<file path="src/rtl/core/pngse_pkg.sv">
package pngse_pkg;

  typedef struct packed {
    logic [7:0] red;
    logic [7:0] green;
    logic [7:0] blue;
    logic [7:0] alpha;
  } pixel_t;

  typedef struct packed {
    logic [7:0] out_byte;
    logic       run_last;
    logic       file_end;
  } png_byte_t;

  localparam int unsigned CFG_IDX_W = 2;
  localparam logic [CFG_IDX_W-1:0] REG_WIDTH  = 2'd0;
  localparam logic [CFG_IDX_W-1:0] REG_HEIGHT = 2'd1;

  localparam logic [31:0] CRC_POLY  = 32'hEDB88320;
  localparam logic [31:0] ALL_ONES  = 32'hFFFFFFFF;
  localparam logic [15:0] BLOCK_MAX = 16'hFFFF;
  localparam logic [16:0] ADLER_MOD = 17'd65521;

  function automatic logic [31:0] crc_byte(logic [31:0] c, logic [7:0] b);
    logic [31:0] r;
    r = c ^ {24'd0, b};
    for (int k = 0; k < 8; k++) begin
      r = r[0] ? ((r >> 1) ^ CRC_POLY) : (r >> 1);
    end
    return r;
  endfunction

  // big-endian byte i of a word
  function automatic logic [7:0] be_byte(logic [31:0] v, logic [1:0] i);
    return v[8*(3-i) +: 8];
  endfunction

endpackage

</file>
<file path="src/rtl/core/pngse_len.sv">
module pngse_len #(
  parameter int unsigned WW = 15,
  parameter int unsigned HW = 15,
  parameter int unsigned RW = 32
) (
  input  logic          clk_i,
  input  logic          start_i,
  input  logic [WW-1:0] width_i,
  input  logic [HW-1:0] height_i,
  output logic [RW-1:0] raw_o,
  output logic [31:0]   plen_o
);
  // raw = h*(4w+1); blocks = ceil(raw/65535) by folding 16-bit digits
  logic [RW-1:0] raw_q, x_q, q_q;
  logic [RW-1:0] hi, lo, blocks;
  logic [WW+1:0] w4;

  assign w4     = {width_i, 2'b01};
  assign hi     = x_q >> 16;
  assign lo     = x_q & RW'(65535);
  assign blocks = q_q + RW'(x_q != '0);
  assign raw_o  = raw_q;
  assign plen_o = 32'(64'(blocks) * 64'd5 + 64'(raw_q) + 64'd6);

  always_ff @(posedge clk_i) begin
    if (start_i) begin
      raw_q <= RW'(height_i) * RW'(w4);
      x_q   <= RW'(height_i) * RW'(w4);
      q_q   <= '0;
    end else begin
      q_q <= q_q + hi;
      x_q <= hi + lo;
    end
  end
endmodule

</file>
<file path="src/rtl/core/png_stored_stream_encoder_top.sv">
// Streaming PNG writer: RGBA pixels in row-major order go in, the bytes of an
// uncompressed PNG (signature, IHDR, one IDAT of stored deflate blocks, IEND)
// come out of the output byte register one per cycle while a pixel is held and
// out_stall_i is low. Width and height are latched at an image's first pixel.
// A pixel yields 4 bytes (5 at a row start) plus 5 at each 65535-byte block
// boundary; the first pixel adds 43 header bytes, the last 20 trailer bytes.
// A 1x1 image sends its trailer on the next transfer, whose data is ignored.
module png_stored_stream_encoder_top #(
  parameter int unsigned MAX_WIDTH  = 16384,
  parameter int unsigned MAX_HEIGHT = 16384
) (
  input  logic                       clk_i,
  input  logic                       rst_ni,
  input  logic                       in_valid_i,
  output logic                       in_stall_o,
  input  pngse_pkg::pixel_t          in_pixel_i,
  output logic                       out_valid_o,
  input  logic                       out_stall_i,
  output pngse_pkg::png_byte_t       out_pkt_o,
  input  logic                       cfg_valid_i,
  output logic                       cfg_ready_o,
  input  logic [pngse_pkg::CFG_IDX_W-1:0] cfg_index_i,
  input  logic [14:0]                cfg_data_i
);
  import pngse_pkg::*;

  localparam int unsigned WW = $clog2(MAX_WIDTH + 1);
  localparam int unsigned HW = $clog2(MAX_HEIGHT + 1);
  localparam int unsigned RW = WW + HW + 2;

  typedef enum logic [1:0] {PH_IDLE, PH_HDR, PH_RAW, PH_TRL} phase_e;

  phase_e        phase_q, phase_d, eph;
  logic [5:0]    cnt_q, cnt_d, ecnt;
  logic [2:0]    rb_q, rb_d, erb;
  logic [2:0]    hi_q, hi_d, ehi;
  logic          first_q, first_d, active_q, active_d, pend_q, pend_d;
  logic [WW-1:0] lat_w_q, lat_w_d, col_q, col_d, col_n;
  logic [HW-1:0] lat_h_q, lat_h_d, row_q, row_d, row_n;
  logic [15:0]   blk_q, blk_d, adl_q, adl_d, adh_q, adh_d, blen, binv;
  logic [RW-1:0] rawl_q, rawl_d, raw_len;
  logic [31:0]   crc_q, crc_d, crc_in, plen, cw, ch;
  logic [16:0]   asum, hsum;
  logic [14:0]   cfg_w_q, cfg_h_q;
  pixel_t        buf_q;
  logic          buf_v_q, out_v_q;
  png_byte_t     out_q;
  logic          adv, done, need_hdr, crc_upd, crc_init, len_start, run_last, f_end;
  logic [7:0]    byte_v, raw_b;

  pngse_len #(.WW(WW), .HW(HW), .RW(RW)) u_len (
    .clk_i    (clk_i),
    .start_i  (len_start),
    .width_i  (lat_w_q),
    .height_i (lat_h_q),
    .raw_o    (raw_len),
    .plen_o   (plen)
  );

  assign cfg_ready_o = 1'b1;
  assign out_valid_o = out_v_q;
  assign out_pkt_o   = out_q;
  assign adv         = buf_v_q && (!out_v_q || !out_stall_i);
  assign in_stall_o  = buf_v_q && !(adv && done);

  assign eph  = (phase_q != PH_IDLE) ? phase_q :
                pend_q ? PH_TRL : active_q ? PH_RAW : PH_HDR;
  assign ecnt = (phase_q == PH_IDLE) ? 6'd0 : cnt_q;
  assign erb  = (phase_q == PH_IDLE) ? ((col_q == '0) ? 3'd0 : 3'd1) : rb_q;
  assign ehi  = (phase_q == PH_IDLE) ? 3'd0 : hi_q;

  assign need_hdr = (blk_q == '0) && (rawl_q != '0);
  assign blen     = (64'(rawl_q) > 64'(BLOCK_MAX)) ? BLOCK_MAX : 16'(rawl_q);
  assign binv     = ~blen;
  assign cw       = 32'(cfg_w_q);
  assign ch       = 32'(cfg_h_q);
  assign col_n    = col_q + WW'(1);

  always_comb begin
    case (erb)
      3'd1:    raw_b = buf_q.red;
      3'd2:    raw_b = buf_q.green;
      3'd3:    raw_b = buf_q.blue;
      3'd4:    raw_b = buf_q.alpha;
      default: raw_b = 8'd0;
    endcase
  end

  always_comb begin
    phase_d = phase_q; cnt_d = cnt_q; rb_d = rb_q; hi_d = hi_q;
    first_d = first_q; active_d = active_q; pend_d = pend_q;
    lat_w_d = lat_w_q; lat_h_d = lat_h_q; col_d = col_q; row_d = row_q;
    blk_d = blk_q; rawl_d = rawl_q; adl_d = adl_q; adh_d = adh_q;
    byte_v = 8'd0; crc_upd = 1'b0; crc_init = 1'b0; len_start = 1'b0;
    done = 1'b0; run_last = 1'b0; f_end = 1'b0;
    asum = '0; hsum = '0; row_n = row_q;
    if (adv) begin
      case (eph)
        PH_HDR: begin
          case (ecnt)
            6'd0:  byte_v = 8'h89;
            6'd1:  byte_v = 8'h50;
            6'd2:  byte_v = 8'h4E;
            6'd3:  byte_v = 8'h47;
            6'd4:  byte_v = 8'h0D;
            6'd5:  byte_v = 8'h0A;
            6'd6:  byte_v = 8'h1A;
            6'd7:  byte_v = 8'h0A;
            6'd11: byte_v = 8'd13;
            6'd12: byte_v = 8'h49;
            6'd13: byte_v = 8'h48;
            6'd14: byte_v = 8'h44;
            6'd15: byte_v = 8'h52;
            6'd16, 6'd17, 6'd18, 6'd19: byte_v = be_byte(32'(lat_w_q), ecnt[1:0]);
            6'd20, 6'd21, 6'd22, 6'd23: byte_v = be_byte(32'(lat_h_q), ecnt[1:0]);
            6'd24: byte_v = 8'd8;
            6'd25: byte_v = 8'd6;
            6'd29, 6'd30, 6'd31, 6'd32: byte_v = be_byte(~crc_q, 2'(ecnt - 6'd29));
            6'd33, 6'd34, 6'd35, 6'd36: byte_v = be_byte(plen, 2'(ecnt - 6'd33));
            6'd37: byte_v = 8'h49;
            6'd38: byte_v = 8'h44;
            6'd39: byte_v = 8'h41;
            6'd40: byte_v = 8'h54;
            6'd41: byte_v = 8'h78;
            6'd42: byte_v = 8'h01;
            default: byte_v = 8'd0;
          endcase
          crc_init = (ecnt == 6'd12) || (ecnt == 6'd37);
          crc_upd  = ((ecnt >= 6'd12) && (ecnt <= 6'd28)) || (ecnt >= 6'd37);
          if (ecnt == 6'd0) begin
            lat_w_d = (cw == 32'd0) ? WW'(1) :
                      (cw > 32'(MAX_WIDTH)) ? WW'(MAX_WIDTH) : WW'(cw);
            lat_h_d = (ch == 32'd0) ? HW'(1) :
                      (ch > 32'(MAX_HEIGHT)) ? HW'(MAX_HEIGHT) : HW'(ch);
            col_d = '0; row_d = '0; blk_d = '0; adl_d = 16'd1; adh_d = '0;
            first_d = 1'b1;
          end
          if (ecnt == 6'd1) len_start = 1'b1;
          if (ecnt == 6'd2) rawl_d = raw_len;
          if (ecnt == 6'd42) begin
            phase_d = PH_RAW; cnt_d = '0; rb_d = 3'd0; hi_d = '0; active_d = 1'b1;
          end else begin
            phase_d = PH_HDR; cnt_d = ecnt + 6'd1;
          end
        end
        PH_RAW: begin
          phase_d = PH_RAW;
          rb_d    = erb;
          crc_upd = 1'b1;
          if (need_hdr) begin
            case (ehi)
              3'd0:    byte_v = {7'd0, (64'(rawl_q) <= 64'(BLOCK_MAX))};
              3'd1:    byte_v = blen[7:0];
              3'd2:    byte_v = blen[15:8];
              3'd3:    byte_v = binv[7:0];
              default: byte_v = binv[15:8];
            endcase
            if (ehi == 3'd4) begin
              blk_d = blen; hi_d = '0;
            end else begin
              hi_d = ehi + 3'd1;
            end
          end else begin
            byte_v = raw_b;
            hi_d   = '0;
            asum   = {1'b0, adl_q} + {9'd0, raw_b};
            if (asum >= ADLER_MOD) asum = asum - ADLER_MOD;
            adl_d  = asum[15:0];
            hsum   = {1'b0, adh_q} + asum;
            if (hsum >= ADLER_MOD) hsum = hsum - ADLER_MOD;
            adh_d  = hsum[15:0];
            if (blk_q != '0) blk_d = blk_q - 16'd1;
            if (rawl_q != '0) rawl_d = rawl_q - RW'(1);
            if (erb == 3'd4) begin
              if (col_n >= lat_w_q) begin
                col_d = '0;
                row_n = row_q + HW'(1);
              end else begin
                col_d = col_n;
              end
              row_d = row_n;
              if (row_n >= lat_h_q) begin
                if (first_q) begin
                  pend_d = 1'b1; phase_d = PH_IDLE; done = 1'b1; run_last = 1'b1;
                end else begin
                  phase_d = PH_TRL; cnt_d = '0;
                end
              end else begin
                phase_d = PH_IDLE; done = 1'b1; run_last = 1'b1;
              end
            end else begin
              rb_d = erb + 3'd1;
            end
          end
        end
        PH_TRL: begin
          case (ecnt[4:2])
            3'd0:    byte_v = be_byte({adh_q, adl_q}, ecnt[1:0]);
            3'd1:    byte_v = be_byte(~crc_q, ecnt[1:0]);
            3'd3: begin
              case (ecnt[1:0])
                2'd0:    byte_v = 8'h49;
                2'd1:    byte_v = 8'h45;
                2'd2:    byte_v = 8'h4E;
                default: byte_v = 8'h44;
              endcase
            end
            3'd4:    byte_v = be_byte(~crc_q, ecnt[1:0]);
            default: byte_v = 8'd0;
          endcase
          crc_upd  = (ecnt <= 6'd3) || ((ecnt >= 6'd12) && (ecnt <= 6'd15));
          crc_init = (ecnt == 6'd12);
          if (ecnt == 6'd19) begin
            f_end = 1'b1; run_last = 1'b1; done = 1'b1;
            phase_d = PH_IDLE; col_d = '0; row_d = '0; blk_d = '0; rawl_d = '0;
            adl_d = 16'd1; adh_d = '0; active_d = 1'b0; pend_d = 1'b0;
          end else begin
            phase_d = PH_TRL; cnt_d = ecnt + 6'd1;
          end
        end
        default: phase_d = PH_IDLE;
      endcase
      if (done) first_d = 1'b0;
    end
  end

  assign crc_in = crc_init ? ALL_ONES : crc_q;
  always_comb begin
    crc_d = crc_q;
    if (adv && crc_upd) crc_d = crc_byte(crc_in, byte_v);
    if (adv && f_end)   crc_d = ALL_ONES;
  end

  always_ff @(posedge clk_i or negedge rst_ni) begin
    if (!rst_ni) begin
      phase_q <= PH_IDLE; cnt_q <= '0; rb_q <= '0; hi_q <= '0;
      first_q <= 1'b0; active_q <= 1'b0; pend_q <= 1'b0;
      lat_w_q <= WW'(1); lat_h_q <= HW'(1); col_q <= '0; row_q <= '0;
      blk_q <= '0; rawl_q <= '0; adl_q <= 16'd1; adh_q <= '0; crc_q <= ALL_ONES;
      cfg_w_q <= 15'd1; cfg_h_q <= 15'd1;
      buf_v_q <= 1'b0; out_v_q <= 1'b0;
    end else begin
      phase_q <= phase_d; cnt_q <= cnt_d; rb_q <= rb_d; hi_q <= hi_d;
      first_q <= first_d; active_q <= active_d; pend_q <= pend_d;
      lat_w_q <= lat_w_d; lat_h_q <= lat_h_d; col_q <= col_d; row_q <= row_d;
      blk_q <= blk_d; rawl_q <= rawl_d; adl_q <= adl_d; adh_q <= adh_d; crc_q <= crc_d;
      if (cfg_valid_i && cfg_ready_o) begin
        if (cfg_index_i == REG_WIDTH)  cfg_w_q <= cfg_data_i;
        if (cfg_index_i == REG_HEIGHT) cfg_h_q <= cfg_data_i;
      end
      if (in_valid_i && !in_stall_o) begin
        buf_v_q <= 1'b1;
      end else if (adv && done) begin
        buf_v_q <= 1'b0;
      end
      if (adv) begin
        out_v_q <= 1'b1;
      end else if (!out_stall_i) begin
        out_v_q <= 1'b0;
      end
    end
  end

  always_ff @(posedge clk_i) begin
    if (in_valid_i && !in_stall_o) buf_q <= in_pixel_i;
    if (adv) begin
      out_q.out_byte <= byte_v;
      out_q.run_last <= run_last;
      out_q.file_end <= f_end;
    end
  end
endmodule
</file>
<file path="config.mk">
export PLATFORM = sky130hd
export DESIGN_NAME = png_stored_stream_encoder_top
export DESIGN_NICKNAME = d
export VERILOG_FILES = /design/src/rtl/core/pngse_pkg.sv /design/src/rtl/core/pngse_len.sv /design/src/rtl/core/png_stored_stream_encoder_top.sv
export SDC_FILE = /design/constraint.sdc
export NUM_CORES = 2
export LEC_CHECK = 0
export ABC_AREA = 1
export ABC_CLOCK_PERIOD_IN_PS = 7000
export BUFFER_PORTS_ARGS = -buffer_cell sky130_fd_sc_hd__buf_2
export CAP_MARGIN = 20
export CORE_MARGIN = 8
export CORE_UTILIZATION = 45
export DETAILED_ROUTE_END_ITERATION = 7
export PLACE_DENSITY = 0.63
export REMOVE_ABC_BUFFERS = 1
export SYNTH_ARGS = -nofsm -noshare
export SYNTH_HDL_FRONTEND = slang
export SYNTH_SLANG_ARGS = --single-unit
</file>
<file path="constraint.sdc">
create_clock -name clk_i -period 7 [get_ports clk_i]
set_clock_uncertainty 0.15 [all_clocks]
set_input_delay 1.05 -clock clk_i [delete_from_list [all_inputs] [get_ports clk_i]]
set_output_delay 1.05 -clock clk_i [all_outputs]
set_load 0.01 [all_outputs]
</file>
# Yosys cells after proc, flatten, opt, wreduce, memory -nomap -nowiden
# Index checks and enable logic that the tools add are counted.
[word_totals] output_inout_bits=13 reg_bits=359 wordCells=331
[classes] bitwise_logic=11 eq_ne=67 n_mul=2 n_shift=6 n_reduce_logical=60 mux=121 addsub=21 order_cmp=13
[ops] operator="2-to-1 mux 32 bit" count=16
[ops] operator="2-to-1 mux 15 bit" count=16
[ops] operator="variable part select 32 x 33 -> 8 bit" count=6
[ops] operator="2-to-1 mux 16 bit" count=11
[ops] operator="one-hot mux 8 bit (21 select lines)" count=1
[ops] operator="one-hot mux 16 bit (3 select lines)" count=3
[ops] operator="inverter 13 -> 14 bit" count=8
[ops] operator="one-hot mux 32 bit (3 select lines)" count=1
[ops] operator="one-hot mux 15 bit (3 select lines)" count=2
[ops] operator="equality test 6 x 5 -> 1 bit, second input constant" count=13
[ops] operator="2-to-1 mux 17 bit" count=4
[ops] operator="equality test 6 bit, second input constant" count=11
[ops] operator="zero test 32 bit" count=2
[ops] operator="one-hot mux 8 bit (4 select lines)" count=2
[ops] operator="nonzero test 32 bit" count=2
[ops] operator="one-hot mux 8 bit (3 select lines)" count=2
[ops] operator="2-to-1 mux 6 bit" count=7
[ops] operator="greater-or-equal comparator 17 x 16 -> 1 bit, second input constant" count=2
[ops] operator="adder 32 x 1 -> 32 bit" count=1
[ops] operator="adder 32 x 16 -> 32 bit" count=1
[ops] operator="adder 32 x 3 -> 32 bit, second input constant" count=1
[ops] operator="adder 32 bit" count=1
[ops] operator="greater-than comparator 32 x 16 -> 1 bit, second input constant" count=1
[ops] operator="less-or-equal comparator 32 x 16 -> 1 bit, second input constant" count=1
[ops] operator="other kinds (65)" count=186

# Longest topological paths before layout
[logic_depth] ltp_word=28 depth_mapped=55

# Hierarchy
# Synthesis repeated with hierarchy kept, for this count alone.
[hier_totals] hier_cells=5181 area_unflattened_um2=36937.9
[modules_own_cells] mod="png_stored_stream_encoder_top" seq_area_each_um2=6837.8 n_inst=1 cells_per_inst=2841 area_per_inst_um2=19717.7
[modules_own_cells] mod="pngse_len" seq_area_each_um2=2242.2 n_inst=1 cells_per_inst=2340 area_per_inst_um2=17220.3

# Worst setup path before layout
# Ideal clock, no wire load.
[synth_timing] path_kind="flip-flop to flip-flop" from="register col_q[0]" to="register adh_q[11]" stages_incl_launch_ff=44 setup_ns=0.126 t_required_ns=6.724 path_slack_ns=-0.207 synth_period_minus_slack_ns=7.207 t_arrival_ns=6.931 path_buffers=2 path_cell_list="dfrtp_1 > inv_1 > ha_1 > nand4_1 > nor2_1 > a22oi_1 > ha_1 > ha_1 > clkbuf_1 > a22o_1 > nor2_1 > inv_1 > ha_1 > inv_1 > fa_1 > o21ai_1 > nand2_1 > o211ai_1 > (+8 left out) > o21ai_0 > inv_1 > ha_1 > nand3_1 > nand2_1 > a21o_1 > a21o_1 > a21oi_1 > xor2_1 > nor2_1 > nand4_1 > nand3b_1 > nor3_2 > o21ai_1 > nand2_1 > buf_4 > o21ai_0 > o21ai_1"
[synth_between] elab_chain_len=16
[synth_rtl] element="from (decl)" line="png_stored_stream_encoder_top.sv:38" source="logic [WW-1:0] lat_w_q, lat_w_d, col_q, col_d, col_n;"
[synth_rtl] element="from (signal assigned)" line="png_stored_stream_encoder_top.sv:245" source="lat_w_q <= lat_w_d; lat_h_q <= lat_h_d; col_q <= col_d; row_q <= row_d;"
[synth_rtl] element="zero test 15 bit (*)" line="png_stored_stream_encoder_top.sv:69" source="assign erb = (phase_q == PH_IDLE) ? ((col_q == '0) ? 3'd0 : 3'd1) : rb_q;"
[synth_rtl] element="2-to-1 mux 1 bit (*)" line="png_stored_stream_encoder_top.sv:69"
[synth_rtl] element="2-to-1 mux 3 bit (*)" line="png_stored_stream_encoder_top.sv:69"
[synth_rtl] element="equality test 3 bit, or another cell as far along" line="png_stored_stream_encoder_top.sv:80" source="case (erb)"
[synth_rtl] element="one-hot mux 8 bit (4 select lines) (*)" line="png_stored_stream_encoder_top.sv:80"
[synth_rtl] element="adder 16 x 8 -> 17 bit (*)" line="png_stored_stream_encoder_top.sv:166" source="asum = {1'b0, adl_q} + {9'd0, raw_b};"
[synth_rtl] element="subtractor 17 x 16 -> 17 bit / greater-or-equal comparator 17 x 16 -> 1 bit (equally long branches)" line="png_stored_stream_encoder_top.sv:167" source="if (asum >= ADLER_MOD) asum = asum - ADLER_MOD;"
[synth_rtl] element="2-to-1 mux 17 bit (*)" line="png_stored_stream_encoder_top.sv:167"
[synth_rtl] element="2-to-1 mux 17 bit (*)" line="png_stored_stream_encoder_top.sv:150" source="if (need_hdr) begin"
[synth_rtl] element="2-to-1 mux 17 bit (*)" line="png_stored_stream_encoder_top.sv:98" source="case (eph)"
[synth_rtl] element="2-to-1 mux 17 bit (*)" line="png_stored_stream_encoder_top.sv:97" source="if (adv) begin"
[synth_rtl] element="adder 16 x 17 -> 17 bit (*)" line="png_stored_stream_encoder_top.sv:169" source="hsum = {1'b0, adh_q} + asum;"
[synth_rtl] element="subtractor 16 bit / greater-or-equal comparator 17 x 16 -> 1 bit (equally long branches)" line="png_stored_stream_encoder_top.sv:170" source="if (hsum >= ADLER_MOD) hsum = hsum - ADLER_MOD;"
[synth_rtl] element="2-to-1 mux 16 bit (*)" line="png_stored_stream_encoder_top.sv:170"
[synth_rtl] element="2-to-1 mux 16 bit (*)" line="png_stored_stream_encoder_top.sv:150"
[synth_rtl] element="one-hot mux 16 bit (3 select lines) (*)" line="png_stored_stream_encoder_top.sv:98"
[synth_rtl] element="to (signal assigned)" line="png_stored_stream_encoder_top.sv:246" source="blk_q <= blk_d; rawl_q <= rawl_d; adl_q <= adl_d; adh_q <= adh_d; crc_q <= crc_d;"
[synth_rtl] element="to (decl)" line="png_stored_stream_encoder_top.sv:40" source="logic [15:0] blk_q, blk_d, adl_q, adl_d, adh_q, adh_d, blen, binv;"
# Every way passes the cells marked *; elsewhere a longest branch is shown, timed or not. The select of a mux whose other input is x is not followed.
# A chain may end at the register's enable or synchronous reset.

# Worst setup path in the final report
[layout_timing] from="register col_q[1]" to="register adh_q[1]"
# Same word-level chain as after synthesis.

==> flow_metrics.py <==
metrics = {
    "outcome": {
        "status": "complete, but fails checks",
        "violations": "setup timing",
    },
    "die": {
        "die_h_um": 298,
        "die-area_um2": 88600,
        "initial_core_util_pct": 45.3,
        "core_region_area_um2": 78700,
        "pin_count": 67,
        "die_width_um": 298,
        "rows": 103,
    },
    "final_layout": {
        "regArea_um2": 9120,
        "n_antenna_cell": 0,
        "nFillCells": 7422,
        "layout.nets": 5905,
        "final_common_cell": "nand2_1",
        "drive_gt1_share_pct": 19.7,
        "multi_input_area_um2": 24100,
        "layout_common_cells": "nand2_1, inv_1, buf_4, nor2_1, o21ai_0",
        "post-route-util_pct": 55.4,
        "syn2layout_area_growth_pct": 22.2,
    },
    "placement": {
        "hpwl_um": 86800,
        "gp_congestion": 0.943,
        "port_buffers": 65,
    },
    "worst_setup_path": {
        "r2r_slack_ns": -0.33,
        "cp_slowest_stage_delay_ns": 0.36,
        "cp.arrival_ns": 7.70,
        "reg2reg_depth": 46,
        "worstSetupPathType": "reg -> reg",
        "cpMaxStageDelayCell": "dfrtp_1",
        "start_kind": "flop",
        "critPathMaxFanout": 8,
        "reg2reg_from": "col_q[1]$_DFFE_PN0P_",
        "critPathRequiredTime_ns": 7.37,
        "endpoint_kind": "flop",
        "r2r_end": "adh_q[1]$_DFFE_PN0P_",
    },
    "timing": {
        "setup_tns_ns": -4.85,
        "rsz0062_at_grt": "true",
        "worst_pin_slew_ns": 0.988,
        "fmax_mhz": 136,
        "hold_viol": 0,
        "finalCriticalPeriod_ns": 7.33,
        "final.period_utilization_pct": 105,
        "maxSlewViolCount": 0,
        "setup_viol": 17,
        "max_slew_margin_pct": 33.9,
        "setup_ws_ns": -0.326,
    },
    "synthesis": {
        "avgSynthCellArea_um2": 7.27,
        "synth_edf_count": 74,
        "synthAdderAreaFrac_pct": 22.6,
        "synth-async-reset-ratio_pct": 61.6,
        "synth-xor-area-share_pct": 4.75,
        "synth-simple-area-share_pct": 24.0,
        "syn_area_um2": 35700,
        "yosys.area.top_type": "dfrtp_1",
        "synth_flop_cell": "dfrtp_1",
        "synth_compound_area_share_pct": 11.5,
        "ys_ff_latch": 359,
        "yosys_warnings": 0,
        "synth-seq-area-share_pct": 25.4,
        "synth_area_leaders": "dfrtp_1, nand2_1, fa_1",
        "synthMuxAreaShare_pct": 0.0631,
        "synth_top_family_by_area": "simple AND/OR/NAND/NOR gates",
        "synth_cell_types": 70,
        "syn_inst": 4907,
        "synth_top_area_share_pct": 12.9,
    },
    "global_routing": {
        "track_usage_pct": 24.0,
        "grt_pass1_wl_um": 174000,
        "grt_max_degree": 141,
        "antenna_found_initial": 0,
        "grt_pass1_vias": 32800,
        "overflow": 0,
    },
    "drt": {
        "drt_iter0_drc": 2681,
        "firstDrtPassIters": 6,
        "drtAntennaViolNets": 0,
        "via_per_inst": 5.28,
        "drcViolationCount": 0,
        "totalWireLength_um": 112000,
        "via_count": 33900,
        "wire_per_inst_um": 17.4,
    },
    "run": {
        "drv_cap": 0,
    },
    "cts": {
        "path_clk_slew_ns": 0.06,
        "hold_buffers": 0,
        "cts.sinks": 359,
        "cts_root_buf": "clkbuf_16",
        "cts_tree": "built",
        "h-tree-depth": 2,
        "worstSkewPairLatency_ns": 0.62,
        "clockBufferDepth": 3,
        "cts_buffers": 44,
    },
    "hold_path": {
        "hp-class": "in -> async",
    },
}
[metal layers]
metal | vias up | GRT usage [%] | routed length [µm]
met5 | - | 0 | 0
met4 | 0 | 8.55 | 4250
met3 | 224 | 2.67 | 6170
met2 | 1105 | 40.1 | 52500
met1 | 16100 | 32.2 | 49000
li1 | 16500 | - | -
[how the worst max path moves through the flow]
stage / slack [ns] / depth (start not counted) / startpoint / endpoint
4_1_cts: -0.33 / 36 / col_q[1]$_DFFE_PN0P_ / in_stall_o
6_report: -0.33 / 46 / col_q[1]$_DFFE_PN0P_ / adh_q[1]$_DFFE_PN0P_
3_5_place_dp: -0.66 / 46 / col_q[0]$_DFFE_PN0P_ / adh_q[8]$_DFFE_PN0P_
2_1_floorplan: -0.30 / 43 / col_q[0]$_DFFE_PN0P_ / adh_q[0]$_DFFE_PN0P_
3_3_place_gp: -0.43 / 51 / col_q[0]$_DFFE_PN0P_ / adh_q[0]$_DFFE_PN0P_
5_1_grt: -0.93 / 49 / col_q[1]$_DFFE_PN0P_ / adh_q[1]$_DFFE_PN0P_
[final cells by class]
cell class | instances | area share [%]
inverters | 913 | 7.90
clock buffers | 58 | 2.78
multi-input cells | 3479 | 55.4
clock inverters | 23 | 0.640
well taps | 1050 | 3.01
flip-flops and latches | 359 | 20.9
repair buffers | 537 | 9.37
[through the flow]
step           cells  hold WS (ns)  instance area, µm²  setup slack (ns)
5_1_grt         6419         0.324               43600            -0.929
4_1_cts         6370         0.298               41700            -0.327
3_5_place_dp    6259         0.321               39700            -0.659
2_1_floorplan   4751         0.293               35000            -0.303
3_3_place_gp    6259         0.309               39700            -0.426
6_report        6419         0.265               43600            -0.326
[sequential cells by signal, indices dropped and copies added (netlist names), 10 cells and up]
signal	cells
lat_w_q	15
lat_h_q	15
u_len.x_q	32
cfg_w_q	15
u_len.raw_o	32
col_q	15
u_len.q_q	32
buf_q	32
cfg_h_q	15
blk_q	16
row_q	15
adh_q	16
rawl_q	32
adl_q	16
out_pkt_o	10
crc_q	32
[logic make-up (layout without fill, tap and decap cells)]
group / after synthesis / in the layout
flops: 359 / 359
buf+inv: 1069 / 1531
other cells: 1 / 1
mux: 2 / 2
xor+xnor: 189 / 189
compound gates: 737 / 737
fa+ha+maj: 517 / 517
simple gates: 2033 / 2033
[critical path: cells and delay by family, from the launching register on]
kind,cells,cell delay (ns)
buf+inv,8,0.71
simple gates,17,2.22
flops,1,0.36
xor+xnor,3,0.55
fa+ha+maj,6,1.37
compound gates,12,1.89
[repair_timing]
action | 4_1_cts | 5_1_grt
gates resized for setup | 75 | 364
setup endpoints to repair | 23 | 65
setup buffers | 31 | 49
pin swaps | 28 | 144
[Yosys cell counts, types with 12 or more instances]
cell type	number
nand2_1	1185
inv_1	897
nor2_1	343
ha_1	303
nand3_1	290
o21ai_0	283
a21oi_1	241
fa_1	214
dfrtp_1	184
xor2_1	148
clkbuf_1	119
edfxtp_1	74
dfxtp_1	64
o22ai_1	64
nor3_1	58
nand4_1	53
dfstp_2	37
xnor2_1	37
nor4_1	30
o21ai_1	30
o211ai_1	23
nand2_2	19
a31oi_1	14
o21bai_1	14
inv_2	12
or2_2	12
Power is left out: the tool's default activity adds up to more than one toggle a clock period on the data nets, which glitch-free logic cannot reach.
